<file path="config.mk">
export PLATFORM = sky130hd
export DESIGN_NAME = o2msg_ctrl
export DESIGN_NICKNAME = d
export VERILOG_FILES = /design/src/o2msg_pkg.sv /design/src/o2msg_ctrl.sv
export SDC_FILE = /design/constraint.sdc
export NUM_CORES = 1
export LEC_CHECK = 0
export BUFFER_PORTS_ARGS = -buffer_cell sky130_fd_sc_hd__buf_2
export CORE_AREA = 2 2 39 41
export CTS_BUF_LIST = sky130_fd_sc_hd__clkbuf_8
export DETAILED_ROUTE_END_ITERATION = 10
export DIE_AREA = 0 0 41 43
export GPL_TIMING_DRIVEN = 0
export PLACE_DENSITY = 0.75
export SLEW_MARGIN = 20
export SYNTH_ARGS = -nofsm -noshare
export SYNTH_HDL_FRONTEND = slang
export SYNTH_SLANG_ARGS = --single-unit
export TNS_END_PERCENT = 1
</file>
<file path="constraint.sdc">
create_clock -name clk -period 1.8 [get_ports clk]
set_input_delay 0.27 -clock clk [delete_from_list [all_inputs] [get_ports clk]]
set_output_delay 0.27 -clock clk [all_outputs]
set_load 0.005 [all_outputs]
</file>
<file path="src/o2msg_pkg.sv">
// Package for the order-2 Markov symbol generator: opcodes, status codes,
// register indexes, controller states and the controller/datapath command bundles.
// No dependencies.
package o2msg_pkg;

  localparam int OP_W       = 3;
  localparam int SYM_IN_W   = 5;
  localparam int RAND_W     = 16;
  localparam int STATUS_W   = 2;
  localparam int ALPHA_W    = 6;
  localparam int CFG_IDX_W  = 2;
  localparam int CFG_DATA_W = 6;
  localparam int NCMP_W     = 7;
  localparam int PHASE_W    = 2;

  localparam logic [ALPHA_W-1:0] ALPHA_RESET = 6'd32;

  localparam logic [PHASE_W-1:0] PHASE_FIRST  = 2'd0;
  localparam logic [PHASE_W-1:0] PHASE_SECOND = 2'd1;
  localparam logic [PHASE_W-1:0] PHASE_DONE   = 2'd2;

  typedef enum logic [OP_W-1:0] {
    OP_CLEAR    = 3'd0,
    OP_SET_CTX  = 3'd1,
    OP_LEARN    = 3'd2,
    OP_FINALIZE = 3'd3,
    OP_GENERATE = 3'd4,
    OP_RESTART  = 3'd5
  } opcode_t;

  typedef enum logic [STATUS_W-1:0] {
    STAT_OK    = 2'd0,
    STAT_DEAD  = 2'd1,
    STAT_RANGE = 2'd2
  } status_t;

  typedef enum logic [CFG_IDX_W-1:0] {
    CFG_ALPHA       = 2'd0,
    CFG_INIT_FIRST  = 2'd1,
    CFG_INIT_SECOND = 2'd2
  } cfg_index_t;

  typedef enum logic [3:0] {
    S_INIT_CLR,
    S_IDLE,
    S_DECODE,
    S_CLEAR,
    S_LEARN_RD,
    S_LEARN_WR,
    S_FIN_RD,
    S_FIN_WR,
    S_TOT_RD,
    S_TOT_CHK,
    S_SCAN_RD,
    S_SCAN_CHK,
    S_RESP
  } ctrl_state_t;

  typedef struct packed {
    logic capture;
    logic decide;
    logic clr_step;
    logic learn_rd;
    logic learn_wr;
    logic fin_rd;
    logic fin_wr;
    logic tot_rd;
    logic scan_rd;
    logic scan_dec;
    logic gen_dead;
    logic gen_commit;
    logic commit_hit;
    logic load_out;
  } ctrl_cmd_t;

  typedef struct packed {
    logic [OP_W-1:0] op;
    logic            learn_ok;
    logic            gen_go;
    logic            clr_last;
    logic            fin_last;
    logic            tot_zero;
    logic            hit;
    logic            scan_zero;
    logic            scan_one;
    logic            out_free;
  } dp_stat_t;

endpackage

</file>
<file path="src/o2msg_ctrl.sv">
// Controller state machine of the order-2 Markov symbol generator.
// Sequences clear, learn, finalize and generate commands. Uses o2msg_pkg.
module o2msg_ctrl import o2msg_pkg::*; (
  input  logic      clk,
  input  logic      rst_n,
  input  logic      in_valid,
  output logic      in_ready,
  input  dp_stat_t  stat,
  output ctrl_cmd_t cmd
);

  ctrl_state_t state_r;
  ctrl_state_t state_nxt;

  always_ff @(posedge clk) begin
    if (!rst_n) begin
      state_r <= S_INIT_CLR;
    end else begin
      state_r <= state_nxt;
    end
  end

  always_comb begin
    state_nxt = state_r;
    unique case (state_r)
      S_INIT_CLR: if (stat.clr_last) state_nxt = S_IDLE;
      S_IDLE:     if (in_valid) state_nxt = S_DECODE;
      S_DECODE: begin
        case (stat.op)
          OP_CLEAR:    state_nxt = S_CLEAR;
          OP_LEARN:    state_nxt = stat.learn_ok ? S_LEARN_RD : S_RESP;
          OP_FINALIZE: state_nxt = S_FIN_RD;
          OP_GENERATE: state_nxt = stat.gen_go ? S_TOT_RD : S_RESP;
          default:     state_nxt = S_RESP;
        endcase
      end
      S_CLEAR:    if (stat.clr_last) state_nxt = S_RESP;
      S_LEARN_RD: state_nxt = S_LEARN_WR;
      S_LEARN_WR: state_nxt = S_RESP;
      S_FIN_RD:   state_nxt = S_FIN_WR;
      S_FIN_WR:   state_nxt = stat.fin_last ? S_RESP : S_FIN_RD;
      S_TOT_RD:   state_nxt = S_TOT_CHK;
      S_TOT_CHK:  state_nxt = (stat.tot_zero || stat.scan_zero) ? S_RESP : S_SCAN_RD;
      S_SCAN_RD:  state_nxt = S_SCAN_CHK;
      S_SCAN_CHK: state_nxt = (stat.hit || stat.scan_one) ? S_RESP : S_SCAN_RD;
      S_RESP:     if (stat.out_free) state_nxt = S_IDLE;
      default:    state_nxt = S_INIT_CLR;
    endcase
  end

  always_comb begin
    cmd      = '0;
    in_ready = 1'b0;
    unique case (state_r)
      S_INIT_CLR: cmd.clr_step = 1'b1;
      S_IDLE: begin
        in_ready    = 1'b1;
        cmd.capture = in_valid;
      end
      S_DECODE:   cmd.decide   = 1'b1;
      S_CLEAR:    cmd.clr_step = 1'b1;
      S_LEARN_RD: cmd.learn_rd = 1'b1;
      S_LEARN_WR: cmd.learn_wr = 1'b1;
      S_FIN_RD:   cmd.fin_rd   = 1'b1;
      S_FIN_WR:   cmd.fin_wr   = 1'b1;
      S_TOT_RD:   cmd.tot_rd   = 1'b1;
      S_TOT_CHK: begin
        if (stat.tot_zero) begin
          cmd.gen_dead = 1'b1;
        end else if (stat.scan_zero) begin
          cmd.gen_commit = 1'b1;
        end
      end
      S_SCAN_RD:  cmd.scan_rd = 1'b1;
      S_SCAN_CHK: begin
        if (stat.hit) begin
          cmd.gen_commit = 1'b1;
          cmd.commit_hit = 1'b1;
        end else if (stat.scan_one) begin
          cmd.gen_commit = 1'b1;
        end else begin
          cmd.scan_dec = 1'b1;
        end
      end
      S_RESP:     cmd.load_out = stat.out_free;
      default: ;
    endcase
  end

endmodule

</file>
**Word-level counts from Yosys, hierarchy flattened**

Index checks and enable logic that the tools add are counted.
W data, S select, Z words.

- Bits in registers: 4
- Latch bits: 0
- Bits in writable memories: 0
- ROM bits: 0
- Input port bits: 15
- Output and inout port bits: 15
- Memories kept: 0

- Add/sub/neg operators: 0
- Multiply operators: 0
- Divide/modulo/power cells: 0
- Order comparisons: 0
- Equality and inequality tests: 19
- Shift-type cells: 0
- Multiplexer cells: 34
- Bitwise logic cells: 0
- Reductions and logical operators: 6

Operator list:

| cell | number |
|---|---|
| $pmux W4 S13 | 1 |
| $mux W4 | 6 |
| $mux W1 | 22 |
| $eq A4 B4 Y1 const B | 5 |
| $eq A4 B3 Y1 const B | 4 |
| $pmux W4 S4 | 1 |
| $mux W3 | 3 |
| $eq A4 B2 Y1 const B | 2 |
| $ne A2 B2 Y1 const B | 4 |
| $eq A3 B2 Y1 const B | 2 |
| $eq A4 B1 Y1 const B | 1 |
| $logic_not A4 Y1 | 1 |
| $reduce_and A4 Y1 | 1 |
| $eq A3 B3 Y1 const B | 1 |
| $logic_not A3 Y1 | 1 |
| $logic_or A1 B1 Y1 | 2 |
| $pmux W1 S2 | 1 |
| $reduce_or A2 Y1 | 1 |

**Logic depth before layout (Yosys ltp)**

- Word-level depth: 3
- Mapped depth: 6

**Least setup slack after synthesis**

No wires, ideal clock.

- Path type: flip-flop to flip-flop
- From: register state_r[3]
- To: register state_r[0]
- Data arrival time: 1.221 ns
- Slack: 0.447 ns
- Stages on the path, launching flop included: 5
- Path buffers: 1
- Clock period less this slack: 1.353 ns
- Cell sequence: dfxtp_1 buf_6 or4_4 o2111ai_2 o32ai_1

- Longest elaborated chain between the ends: 3
- Elaborated cells between the ends (all ways): 19

RTL lines:

| item | RTL line | text |
|---|---|---|
| start, declared | o2msg_ctrl.sv:12 | `ctrl_state_t state_r;` |
| start signal, assigned | o2msg_ctrl.sv:19 | `state_r <= state_nxt;` |
| $eq A4 B2 Y1, or another cell as far along | o2msg_ctrl.sv:25 | `unique case (state_r)` |
| $ne A2 B2 Y1 (no source line) | n/a |  |
| $reduce_and A4 Y1 (no source line) | n/a |  |

Several ways; a longest one is shown, not always the timed one.
A chain may end at the register's enable or synchronous reset.

==> key figures <==
STA
  • Worst-margin pin slew: 308.4 ps
  • Final period utilization: 0.9122
  • Period minus WS final: 1642 ps
  • Setup Viol. Count Final: 0
  • Fin. max-slew vios: 0
  • Slew HR: 0.7915
  • Max Clk Rate: 0.6090 GHz
  • Setup Skew: ~3.3 ps
  • Post-route setup TNS: 0 ps
  • Final hold violation count: 0
  • Hold Slack: 416.6 ps
  • Unrepaired setup endpoints after global routing: false
  • Final worst slack: 158.0 ps

Synth
  • Post-synthesis cell type count: 34
  • Syn Inst Count: 87
  • Ys async rst share: 0
  • Post-synth EDFFs: 0
  • Mapped Nets: 102
  • Post-Syn Area: 588.1 µm²
  • Synthesized area per cell: 6.759 µm²
  • Area leader, netlist: dfxtp_1
  • Yosys top cell area share: 0.1362
  • Post-synth top cells: nor3_1, inv_1, o21ai_0
  • Top-count cell post-synth: nor3_1
  • Ys Warns: 0
  • Synth top area cells: dfxtp_1, nor3_1, inv_1
  • Sequential area share after synthesis: 0.1362
  • Top_reg_cell synth: dfxtp_1
  • Synthesis-stage register bit count: 4

Detailed routing
  • DR iter-0 viols: 19
  • Drt wl/cell: approximately 13 µm
  • DRC: 0
  • Vias/cell: 5.778
  • Drt first pass iters: 4
  • ANT nets after route: 0
  • DRT Wirelength: 1.715 mm
  • Via count: 780

Placed design
  • GPL Wtd Cong: 0.8815
  • Dpl hpwl: 1.281 mm
  • Post-DP Area: 753.2 µm²
  • Port Buffers: 29
  • Post-placement setup slack: 313.6 ps
  • Placed Instances: 132

Floorplanning
  • Die W: between 40 and 50 µm
  • # IOs: 30
  • Initial Util: 0.4250
  • Core box area: 1384 µm²
  • Die Span Y: around 43 µm
  • Row count: 14
  • Die area: between 1500 and 2000 µm²

CTS
  • Root cell of the clock tree: clkbuf_8
  • H-tree levels: 1
  • Latest clock arrival within the worst-skew pair: around 210 ps
  • Maximum clock path buffer count: 2
  • Clk slew on worst S/H paths: approximately 30 ps
  • Setup bufs post-CTS: 0
  • Clock sink total: 4
  • Hold buffer count at CTS: 0
  • CTS tree: yes
  • CTS buffer count: 3

Power
  • Tot Pwr: 823.4 µW
  • Pwr dens: 1030 nW/µm²
  • Pleak: 0.3889 nW
  • Peak VDD IR: 362.3 µV

Worst setup path
  • CP Class: reg2out
  • Crit path arrival time: between 1000 and 1500 ps
  • Start of the worst register-to-register path: state_r[2]$_SDFFE_PN0P_
  • Startpoint types: flop
  • Crit path required time: roughly 1500 ps
  • CP endpoint kind: output pin
  • Critical Path Start: state_r[2]$_SDFFE_PN0P_
  • Worst-path fanout max: 10

Finish
  • Layout cells sized above 1: 0.3782
  • Fillers: ~150
  • Area delta synth->final: 35.96%
  • Top reg by flops: state_r
  • Nets: 136
  • Cell area after layout: around 800 µm²
  • Final core utilization: 0.5778
  • Biggest regs: state_r (4)
  • Antenna Cells: 0
  • Fin cells: 135
  • Max reg flops: 4

Global route
  • Grt total ovfl: 0
  • Initial antenna violation count: 0
  • Met3 GRT Util: 0.03141
  • Largest net degree at the start of global routing: 11
  • First-pass GRT wire length: 2.697 mm
  • Met1 GRT Util: 0.2724
  • Most congested layer reported by global routing: met2
  • GRT Util Overall: 0.2126
  • Grt met2 use: 0.3438
  • Vias in the first global route: between 600 and 700

Hold path
  • Hold WC Path Type: in2reg
  • Hold_sp: rst_n

Run status
  • Status: finished, final reports clean

Flow run
  • Max-capacitance violation count: 0
[cells in the final DEF, fill, tap and decap left out]
cell,n
a22o_1,1
o21ai_0,6
inv_2,1
o21ai_1,3
nor4bb_1,1
or3_1,1
dfxtp_1,4
a21boi_0,1
o2111ai_2,1
buf_6,2
o221ai_1,2
a221oi_1,1
or3b_2,2
nor3_2,1
nor4b_1,3
or4_4,1
a211oi_1,1
nand2b_1,3
nand4bb_1,1
o32ai_1,1
nor3_1,10
nor4_1,2
clkbuf_8,3
xor2_1,2
a31oi_1,1
nor2b_1,2
a21oi_1,3
nor2_1,5
buf_2,32
nand3_1,1
o2111ai_1,1
or4_1,2
and2_1,2
buf_4,2
inv_1,9
nand2_1,5
[metal layers]
metal | wire length (µm) | part of all wire
met1 | 755 | 0.44
met4 | 24 | 0.014
met2 | 825 | 0.48
met5 | 0 | 0
met3 | 110 | 0.064
[report_power, final]
part           internal, mW  switching [mW]  total, mW
clock network         0.142          0.0416      0.184
registers             0.112          0.0141      0.127
logic                 0.226           0.288      0.513
total                 0.480           0.343      0.823
[repair_timing]
item	in CTS	in global routing
hold endpoints to repair	0	0
gates resized for setup	0	1
endpoints found under the setup margin	0	1
[layout make-up]
type                       instances  area, µm²  share of cell area
multi-input combinational         66      422.9              0.5290
inverter                          10      37.54             0.04695
timing repair buffer              29      145.1              0.1815
clock buffer                       3      41.29             0.05164
sequential                         4      80.08              0.1002
tap                               16      20.02             0.02504
buffer                             7      52.55             0.06573
[worst max-delay path, cell delays in order, from the launching register on]
cell and delay, ps:
dfxtp_1 310, buf_2 200, nand2b_1 300, nor3_2 70, and2_1 150, buf_2 120
[path summary, 6_finish.rpt]
check	to	slack, ps	depth (start not counted)
hold reg to reg	state_r[0]$_SDFFE_PN0P_	710	3
setup reg to reg	state_r[2]$_SDFFE_PN0P_	290	5
hold / removal	state_r[0]$_SDFFE_PN0P_	420	3
setup / recovery	cmd[13]	160	5
[logic make-up (layout without fill, tap and decap cells)]
group           Yosys count  in the layout  share of synthesized area
xor+xnor                  2              2                    0.02979
simple gates             42             42                     0.4277
buf+inv                  17             49                     0.1532
compound gates           22             22                     0.2532
flops                     4              4                     0.1362
No activity file was read; power rests on OpenSTA's default activity.
